$ cat config.mk
export PLATFORM = sky130hd
export DESIGN_NAME = min_max_heap_engine
export DESIGN_NICKNAME = d
export VERILOG_FILES = /design/src/rtl/core/mmh_pkg.sv /design/src/rtl/core/mmh_ram.sv /design/src/rtl/core/min_max_heap_engine.sv
export SDC_FILE = /design/constraint.sdc
export NUM_CORES = 2
export LEC_CHECK = 0
export BUFFER_PORTS_ARGS = -buffer_cell sky130_fd_sc_hd__buf_2
export CORE_AREA = 8 8 419 421
export DETAILED_ROUTE_END_ITERATION = 10
export DIE_AREA = 0 0 427 429
export HOLD_SLACK_MARGIN = 0.03
export PLACE_DENSITY = 0.71
export SLEW_MARGIN = 5
export SYNTH_ARGS = -nofsm -noshare
export SYNTH_HDL_FRONTEND = slang
export SYNTH_HIERARCHICAL = 1
export SYNTH_SLANG_ARGS = --single-unit
export TNS_END_PERCENT = 10
$ cat constraint.sdc
create_clock -name clk -period 11.3 [get_ports clk]
set_clock_uncertainty 0.05 [all_clocks]
set_input_delay 1.695 -clock clk [delete_from_list [all_inputs] [get_ports clk]]
set_output_delay 1.695 -clock clk [all_outputs]
set_load 0.05 [all_outputs]
$ cat src/rtl/core/mmh_pkg.sv
// ----------------------------------------------------------------------------
// mmh_pkg: shared types and constants of the min-max heap engine
// Holds the item structs, command and status codes, and heap sizes.
// ----------------------------------------------------------------------------
package mmh_pkg;
	localparam int CAPACITY    = 64;
	localparam int VALUE_WIDTH = 32;
	localparam int ADDR_W      = $clog2(CAPACITY);
	localparam int COUNT_W     = $clog2(CAPACITY + 1);
	// wide enough for the last grandchild slot 4*i+6
	localparam int CAND_W      = ADDR_W + 3;

	localparam logic [1:0] CMD_INSERT  = 2'd0;
	localparam logic [1:0] CMD_DEL_MIN = 2'd1;
	localparam logic [1:0] CMD_DEL_MAX = 2'd2;
	localparam logic [1:0] CMD_NONE    = 2'd3;

	localparam logic [1:0] ST_OK    = 2'd0;
	localparam logic [1:0] ST_EMPTY = 2'd1;
	localparam logic [1:0] ST_FULL  = 2'd2;

	typedef struct packed {
		logic [1:0]                    cmd;
		logic signed [VALUE_WIDTH-1:0] key_value;
	} req_t;

	typedef struct packed {
		logic [1:0]                    status;
		logic signed [VALUE_WIDTH-1:0] min_value;
		logic signed [VALUE_WIDTH-1:0] max_value;
		logic [COUNT_W-1:0]            entry_count;
	} rsp_t;

	// level parity of slot i: even levels hold minima
	function automatic logic on_min_level(input logic [ADDR_W-1:0] i);
		logic [ADDR_W:0] v;
		logic            par;
		v   = {1'b0, i} + 1'b1;
		par = 1'b0;
		// the highest set bit of i+1 gives the level
		for (int b = 1; b <= ADDR_W; b++) begin
			if (v[b]) par = b[0];
		end
		return ~par;
	endfunction
endpackage

$ cat src/rtl/core/mmh_ram.sv
// ----------------------------------------------------------------------------
// mmh_ram: generic single-port RAM with registered read
// One write or one read per cycle.
// ----------------------------------------------------------------------------
module mmh_ram #(
	parameter int WIDTH = 32,
	parameter int DEPTH = 64
) (
	input  logic                     clk,
	input  logic                     we,
	input  logic [$clog2(DEPTH)-1:0] addr,
	input  logic [WIDTH-1:0]         wdata,
	output logic [WIDTH-1:0]         rdata
);
	logic [WIDTH-1:0] mem_q [DEPTH];

	always_ff @(posedge clk) begin
		if (we) mem_q[addr] <= wdata;
		rdata <= mem_q[addr];
	end
endmodule

$ cat src/rtl/core/min_max_heap_engine.sv
// ----------------------------------------------------------------------------
// min_max_heap_engine: double-ended priority queue as a min-max heap
// Insert, delete-min, delete-max on up to CAPACITY signed values.
// ----------------------------------------------------------------------------
// channel | dir | signals    | accepted when
// request | in  | start, req | start && !busy
// result  | out | done, rsp  | done high (one cycle)
//
// All heap traffic shares one RAM port and one comparator.
// Reset clears the count and control registers, not the RAM; slots at or above the count are never used.
// busy stays high from acceptance until the cycle done is shown.
// The receiver cannot stall: done is a one-cycle strobe.
module min_max_heap_engine (
	input  logic          clk,
	input  logic          arst_n,
	input  logic          start,
	input  mmh_pkg::req_t req,
	output logic          busy,
	output logic          done,
	output mmh_pkg::rsp_t rsp
);
	import mmh_pkg::*;

	typedef logic [VALUE_WIDTH-1:0] val_t;
	typedef logic [ADDR_W-1:0]      adr_t;
	typedef logic [CAND_W-1:0]      cand_t;

	typedef enum logic [4:0] {
		S_IDLE, S_INS_W, S_UP_RP, S_UP_WP, S_UP_SW1, S_UP_SW2,
		S_CL_START, S_CL_RG, S_CL_WG, S_CL_SW1, S_CL_SW2,
		S_DX_R1, S_DX_R2, S_DX_CMP,
		S_RM_RL, S_RM_WL, S_RM_WR,
		S_DN_RD, S_DN_WD, S_DN_CMP, S_DN_SWI, S_DN_SWM, S_DN_RP, S_DN_WP,
		S_DN_PSW, S_DN_PSW2,
		S_OUT_R0, S_OUT_R1, S_OUT_R2, S_OUT_R3, S_OUT
	} state_t;

	state_t             state_q;
	logic [COUNT_W-1:0] cnt_q;
	logic [1:0]         status_q;
	adr_t               i_q, j_q, m_q;
	val_t               vi_q, vj_q, vm_q;
	logic               want_max_q;
	logic [2:0]         step_q;
	val_t               mn_q, mx_q;

	logic ram_we;
	adr_t ram_addr;
	val_t ram_wdata, ram_rdata;

	mmh_ram #(.WIDTH(VALUE_WIDTH), .DEPTH(CAPACITY)) u_ram (
		.clk(clk), .we(ram_we), .addr(ram_addr), .wdata(ram_wdata), .rdata(ram_rdata)
	);

	// shared comparator, biased values so unsigned order is signed order
	val_t cmp_a, cmp_b;
	logic cmp_gt, cmp_lt;
	assign cmp_gt = cmp_a > cmp_b;
	assign cmp_lt = cmp_a < cmp_b;

	logic better_dn;
	assign better_dn = want_max_q ? cmp_gt : cmp_lt;

	function automatic adr_t par(input adr_t a);
		return adr_t'((a - 1'b1) >> 1);
	endfunction

	// candidate slot for the child/grandchild scan of node i_q
	cand_t cand;
	always_comb begin
		if (step_q < 3'd2)
			cand = CAND_W'({i_q, 1'b1}) + CAND_W'(step_q);
		else
			cand = CAND_W'({i_q, 2'b11}) + CAND_W'(step_q - 3'd2);
	end

	always_comb begin
		ram_we    = 1'b0;
		ram_addr  = i_q;
		ram_wdata = vi_q;
		cmp_a     = vi_q;
		cmp_b     = vj_q;
		case (state_q)
			S_INS_W:   ram_we = 1'b1;
			S_UP_RP:   ram_addr = j_q;
			S_UP_WP:   cmp_b = ram_rdata;
			S_UP_SW1, S_CL_SW1: begin
				ram_we = 1'b1; ram_addr = i_q; ram_wdata = vj_q;
			end
			S_UP_SW2, S_CL_SW2: begin
				ram_we = 1'b1; ram_addr = j_q; ram_wdata = vi_q;
			end
			S_CL_RG:   ram_addr = j_q;
			S_CL_WG:   cmp_b = ram_rdata;
			S_DX_R1:   ram_addr = adr_t'(1);
			S_DX_R2:   ram_addr = adr_t'(2);
			S_DX_CMP:  begin cmp_a = ram_rdata; cmp_b = vj_q; end
			S_RM_RL:   ram_addr = cnt_q[ADDR_W-1:0];
			S_RM_WR:   ram_we = 1'b1;
			S_DN_RD:   ram_addr = cand[ADDR_W-1:0];
			S_DN_WD:   begin cmp_a = ram_rdata; cmp_b = vm_q; end
			S_DN_CMP:  begin cmp_a = vm_q; cmp_b = vi_q; end
			S_DN_SWI:  begin ram_we = 1'b1; ram_addr = i_q; ram_wdata = vm_q; end
			S_DN_SWM:  begin ram_we = 1'b1; ram_addr = m_q; ram_wdata = vi_q; end
			S_DN_RP:   ram_addr = par(m_q);
			S_DN_WP:   begin cmp_a = ram_rdata; cmp_b = vi_q; end
			S_DN_PSW:  begin ram_we = 1'b1; ram_addr = m_q; ram_wdata = vj_q; end
			S_DN_PSW2: begin ram_we = 1'b1; ram_addr = par(m_q); ram_wdata = vi_q; end
			S_OUT_R0:  ram_addr = adr_t'(0);
			S_OUT_R1:  ram_addr = adr_t'(1);
			S_OUT_R2:  ram_addr = adr_t'(2);
			S_OUT_R3:  begin cmp_a = ram_rdata; cmp_b = mx_q; end
			default: ;
		endcase
	end

	always_ff @(posedge clk or negedge arst_n) begin
		if (!arst_n) begin
			state_q    <= S_IDLE;
			cnt_q      <= '0;
			busy       <= 1'b0;
			done       <= 1'b0;
			status_q   <= ST_OK;
			i_q        <= '0;
			j_q        <= '0;
			m_q        <= '0;
			vi_q       <= '0;
			vj_q       <= '0;
			vm_q       <= '0;
			want_max_q <= 1'b0;
			step_q     <= '0;
			mn_q       <= '0;
			mx_q       <= '0;
		end else begin
			done <= 1'b0;
			case (state_q)
				S_IDLE: begin
					if (start) begin
						busy     <= 1'b1;
						status_q <= ST_OK;
						vi_q     <= {~req.key_value[VALUE_WIDTH-1],
							req.key_value[VALUE_WIDTH-2:0]};
						state_q  <= S_OUT_R0;
						case (req.cmd)
							CMD_INSERT: begin
								if (cnt_q >= COUNT_W'(CAPACITY)) status_q <= ST_FULL;
								else begin
									i_q     <= adr_t'(cnt_q);
									cnt_q   <= cnt_q + 1'b1;
									state_q <= S_INS_W;
								end
							end
							CMD_DEL_MIN: begin
								if (cnt_q == '0) status_q <= ST_EMPTY;
								else begin
									cnt_q      <= cnt_q - 1'b1;
									i_q        <= '0;
									want_max_q <= 1'b0;
									state_q    <= S_RM_RL;
								end
							end
							CMD_DEL_MAX: begin
								if (cnt_q == '0) status_q <= ST_EMPTY;
								else if (cnt_q == COUNT_W'(1)) cnt_q <= '0;
								else begin
									want_max_q <= 1'b1;
									i_q        <= adr_t'(1);
									if (cnt_q > COUNT_W'(2)) state_q <= S_DX_R1;
									else begin
										cnt_q   <= cnt_q - 1'b1;
										state_q <= S_RM_RL;
									end
								end
							end
							default: ;
						endcase
					end
				end
				// ---- insert: parent check, then grandparent climb ----
				S_INS_W: begin
					if (i_q == '0) state_q <= S_OUT_R0;
					else begin
						j_q     <= par(i_q);
						state_q <= S_UP_RP;
					end
				end
				S_UP_RP: state_q <= S_UP_WP;
				S_UP_WP: begin
					if (on_min_level(i_q) ? cmp_gt : cmp_lt) begin
						vj_q       <= ram_rdata;
						want_max_q <= on_min_level(i_q);
						state_q    <= S_UP_SW1;
					end else begin
						want_max_q <= ~on_min_level(i_q);
						state_q    <= S_CL_START;
					end
				end
				S_UP_SW1: state_q <= S_UP_SW2;
				S_UP_SW2: begin
					i_q     <= j_q;
					state_q <= S_CL_START;
				end
				S_CL_START: begin
					if (i_q < adr_t'(3)) state_q <= S_OUT_R0;
					else begin
						j_q     <= par(par(i_q));
						state_q <= S_CL_RG;
					end
				end
				S_CL_RG: state_q <= S_CL_WG;
				S_CL_WG: begin
					if (better_dn) begin
						vj_q    <= ram_rdata;
						state_q <= S_CL_SW1;
					end else state_q <= S_OUT_R0;
				end
				S_CL_SW1: state_q <= S_CL_SW2;
				S_CL_SW2: begin
					i_q     <= j_q;
					state_q <= S_CL_START;
				end
				// ---- delete max: pick the larger level-1 slot, tie keeps slot 1 ----
				S_DX_R1: state_q <= S_DX_R2;
				S_DX_R2: begin vj_q <= ram_rdata; state_q <= S_DX_CMP; end
				S_DX_CMP: begin
					if (cmp_gt) i_q <= adr_t'(2);
					cnt_q   <= cnt_q - 1'b1;
					state_q <= S_RM_RL;
				end
				// ---- remove: move last entry into the target slot ----
				S_RM_RL: begin
					if (COUNT_W'(i_q) < cnt_q) state_q <= S_RM_WL;
					else state_q <= S_OUT_R0;
				end
				S_RM_WL: begin
					vi_q    <= ram_rdata;
					state_q <= S_RM_WR;
				end
				S_RM_WR: begin
					step_q  <= '0;
					m_q     <= i_q;
					state_q <= S_DN_RD;
				end
				// ---- sift down: scan up to 6 descendants, m_q == i_q means none yet ----
				S_DN_RD: begin
					if (step_q == 3'd6 || cand >= CAND_W'(cnt_q))
						state_q <= (m_q == i_q) ? S_OUT_R0 : S_DN_CMP;
					else state_q <= S_DN_WD;
				end
				S_DN_WD: begin
					if (m_q == i_q || better_dn) begin
						m_q  <= cand[ADDR_W-1:0];
						vm_q <= ram_rdata;
					end
					step_q  <= step_q + 3'd1;
					state_q <= S_DN_RD;
				end
				S_DN_CMP: state_q <= better_dn ? S_DN_SWI : S_OUT_R0;
				S_DN_SWI: state_q <= S_DN_SWM;
				S_DN_SWM: begin
					// a child ends the walk, a grandchild needs the parent check
					if (CAND_W'(m_q) < CAND_W'({i_q, 2'b11})) state_q <= S_OUT_R0;
					else state_q <= S_DN_RP;
				end
				S_DN_RP: state_q <= S_DN_WP;
				S_DN_WP: begin
					if (better_dn) begin
						vj_q    <= ram_rdata;
						state_q <= S_DN_PSW;
					end else begin
						i_q     <= m_q;
						step_q  <= '0;
						state_q <= S_DN_RD;
					end
				end
				S_DN_PSW: state_q <= S_DN_PSW2;
				S_DN_PSW2: begin
					vi_q    <= vj_q;
					i_q     <= m_q;
					step_q  <= '0;
					state_q <= S_DN_RD;
				end
				// ---- readout of min and max ----
				S_OUT_R0: state_q <= (cnt_q == '0) ? S_OUT : S_OUT_R1;
				S_OUT_R1: begin
					mn_q    <= ram_rdata;
					mx_q    <= ram_rdata;
					state_q <= (cnt_q >= COUNT_W'(2)) ? S_OUT_R2 : S_OUT;
				end
				S_OUT_R2: begin
					mx_q    <= ram_rdata;
					state_q <= (cnt_q > COUNT_W'(2)) ? S_OUT_R3 : S_OUT;
				end
				S_OUT_R3: begin
					if (cmp_gt) mx_q <= ram_rdata;
					state_q <= S_OUT;
				end
				S_OUT: begin
					done    <= 1'b1;
					busy    <= 1'b0;
					state_q <= S_IDLE;
				end
				default: state_q <= S_IDLE;
			endcase
		end
	end

	always_comb begin
		rsp.status      = status_q;
		rsp.entry_count = cnt_q;
		if (cnt_q == '0) begin
			rsp.min_value = '0;
			rsp.max_value = '0;
		end else begin
			rsp.min_value = {~mn_q[VALUE_WIDTH-1], mn_q[VALUE_WIDTH-2:0]};
			rsp.max_value = {~mx_q[VALUE_WIDTH-1], mx_q[VALUE_WIDTH-2:0]};
		end
	end
endmodule

==> flow_summary.ini <==
[run]
cap_violations = 0

[floorplan]
design.core.area_um2 = 169000
fp.dieH_um = 429
initial_core_util = 0.548
fp-row-count = 151
die_x_um = 427
io_pins = 112
die-area_um2 = 183000

[sta]
final.setup.worst_slack_ps = 3820
fmax_ghz = 0.134
final-setup-viol-count = 0
tightest_slew_ps = 1370
period_share = 0.662
finalCriticalPeriod_ps = 7480
slew_viol_final = 0
slew_headroom = 0.0828
rsz0062_at_grt = no
final.setup.tns_ps = 0
hold_viol = 0

[route]
wl_met2_um = 124000
routedLengthMet1_um = 103000
top_layer_used = met5
drtIter0Drc = 10600
drc_errors = 3
wl_met3_um = 41100
wl_per_cell_um = 34.0
drtPass1Iterations = 11
routed_via_density = 7.08
vias = 59400
wl_um = 286000
drt.antenna.violating_nets = 0

[critical_path]
required_ps = 11880
slowest_delay_ps = 950
critPathArrivalTime_ps = 8060
r2r_end = u_ram/rdata[1]
critPathLaunch = step_q[1]
crit_type = flop to flop
end_kind = flop
critical_path.cell_chain = inv_1 -> ha_1 -> inv_1 -> ha_1 -> xnor2_1 -> o21ai_0 -> inv_1 -> a222oi_1 -> nand3_4 -> buf_4 -> buf_4 -> and2_2 -> buf_4 -> a221oi_1 -> nor3_1 -> nor4_1 -> o2111a_1 -> nand4_1
regToRegSetupSlack_ps = 3820
crit_slowest_cell = nor4_1
critical_path.max_fanout = 47
critPathLaunchType = flop
rr_worst_depth = 18
worstSetupEndpoint = u_ram/rdata[1]
r2r_start = step_q[1]

[placement]
routabilityCongestion = 0.937
port_buffers = 111
place_hpwl_um = 166000
pre_cts_slack_ps = 4250

[synthesis]
ys_seq_elements = 2277
avgSynthCellArea_um2 = 15.7
synth-async-reset-ratio = 0.0865
seq_area_frac_synth = 0.727
synthCells = 5884
syn-cell-area_um2 = 92300
ys.flop_type = edfxtp_1
ys_warn_count = 6
synth.distinct_cells = 84
synth_edf_count = 2048
syn_nets = 5996

[cells_and_area]
final_common_cell = edfxtp_1
drive_above_1_share = 0.169
final_util = 0.611
mostFrequentLayoutCells = edfxtp_1, a22oi_1, a221oi_1
areaGrowthSynthToFinish_pct = 11.5
fin_nets = 6095
fill_cells = 12100

[grt]
grt_pass1_vias = 56900
grt_usage = 0.304
grt_max_degree = 121
antenna_found_initial = 20
grt_pass1_wl_um = 408000
grt_overflow = 0

[hold_path]
hp-start = status_q[1]
holdCritPathClass = flop to flop

[cts]
cts_sinks = 2277
path_clk_slew_ps = 70
cts_post_setup_buffers_inserted = 0
root_buffer = clkbuf_16
ctsHoldBuffers = 0
h-tree-depth = 4
cts_resized = 0
clock_latency_ps = 860
cts_buffers = 215
cts_buffer_depth = 3
cts_tree = built

[status]
failed_checks = design-rule violations
status = finished with violations
kinds of logic (layout without fill, tap and decap cells):
logic type                 after synthesis  count (layout)  share of synthesized area
DFF                                   2277            2277                      0.727
AOI/OAI and AO/OA                     1671            1671                      0.132
and+or+nand+nor                        866             866                     0.0435
buffers and inverters                  506             791                     0.0254
muxes                                  465             465                     0.0597
adders and majority gates               75              75                     0.0102
xor gates and xnor gates                24              24                    0.00228
other                                    0               9                          0
worst max-delay path, delay by kind of cell, from the launching register on:
| family | cells | cell delay, ps |
|---|---|---|
| and+or+nand+nor | 5 | 2640 |
| buffers and inverters | 6 | 1710 |
| AOI/OAI and AO/OA | 4 | 1510 |
| adders and majority gates | 2 | 610 |
| DFF | 1 | 490 |
| xor gates and xnor gates | 1 | 140 |
registers in the layout, indices dropped and copies added, names as in the netlist:
name / count
u_ram/mem_q: 2048
vi_q: 32
m_q: 6
mn_q: 32
want_max_q: 1
i_q: 6
busy: 1
vj_q: 32
j_q: 5
done: 1
status_q: 2
cnt_q: 7
mx_q: 32
step_q: 3
u_ram/rdata: 32
state_q: 5
vm_q: 32
metrics by stage:
stage	cell area, um^2	hold slack [ps]	instances
floorplan	92300	421	5884
global placement	95900	412	7978
detailed placement	95900	417	7984
CTS	103000	432	8387
global route	103000	467	8387
finish	103000	426	8396
worst min path at each step:
| stage | endpoint | slack, ps | cells past startpoint |
|---|---|---|---|
| finish | status_q[1] | 430 | 2 |
| global route | status_q[0] | 470 | 2 |
| CTS | status_q[1] | 430 | 2 |
| detailed placement | status_q[1] | 420 | 2 |
| global placement | status_q[1] | 410 | 2 |
| floorplan | mn_q[0] | 420 | 1 |
synthesized netlist by cell type, drive strengths merged (25+ instances only):
library cell,count,area share
o21ai,204,0.011
inv,68,0.0028
buf,228,0.014
ha,74,0.010
a21oi,250,0.014
a22oi,365,0.030
a21o,35,0.0028
o221ai,25,0.0024
nor2,283,0.012
mux4,45,0.011
mux2i,190,0.021
a2111oi,25,0.0024
a221oi,325,0.031
dfrtp,197,0.053
mux2,230,0.028
nor3,59,0.0032
and2,71,0.0048
edfxtp,2048,0.67
o22ai,141,0.0096
nand2b,31,0.0021
nand2,238,0.0097
clkbuf,210,0.0085
a222oi,109,0.012
nand3,69,0.0037
dfxtp,32,0.0069
a211oi,45,0.0037
cell type report:
| type | instances | area [um^2] | share of cell area |
|---|---|---|---|
| Multi-Input combinational cell | 3101 | 23600 | 0.229 |
| Timing Repair Buffer | 320 | 2240 | 0.0218 |
| Clock inverter | 111 | 1150 | 0.0112 |
| Sequential cell | 2277 | 67100 | 0.652 |
| Antenna cell | 9 | 22.5 | 0.000219 |
| Clock buffer | 292 | 5790 | 0.0563 |
| Inverter | 68 | 259 | 0.00252 |
| Tap cell | 2218 | 2780 | 0.0270 |
layer usage:
layer  global-route usage  up-vias
li1                     -    24200
met3               0.0851      787
met5                    0        -
met4                0.161        6
met1                0.414    29700
met2                0.447     4760
Power is left out: the tool's default activity adds up to more than one toggle a clock period on the data nets, which glitch-free logic cannot reach.
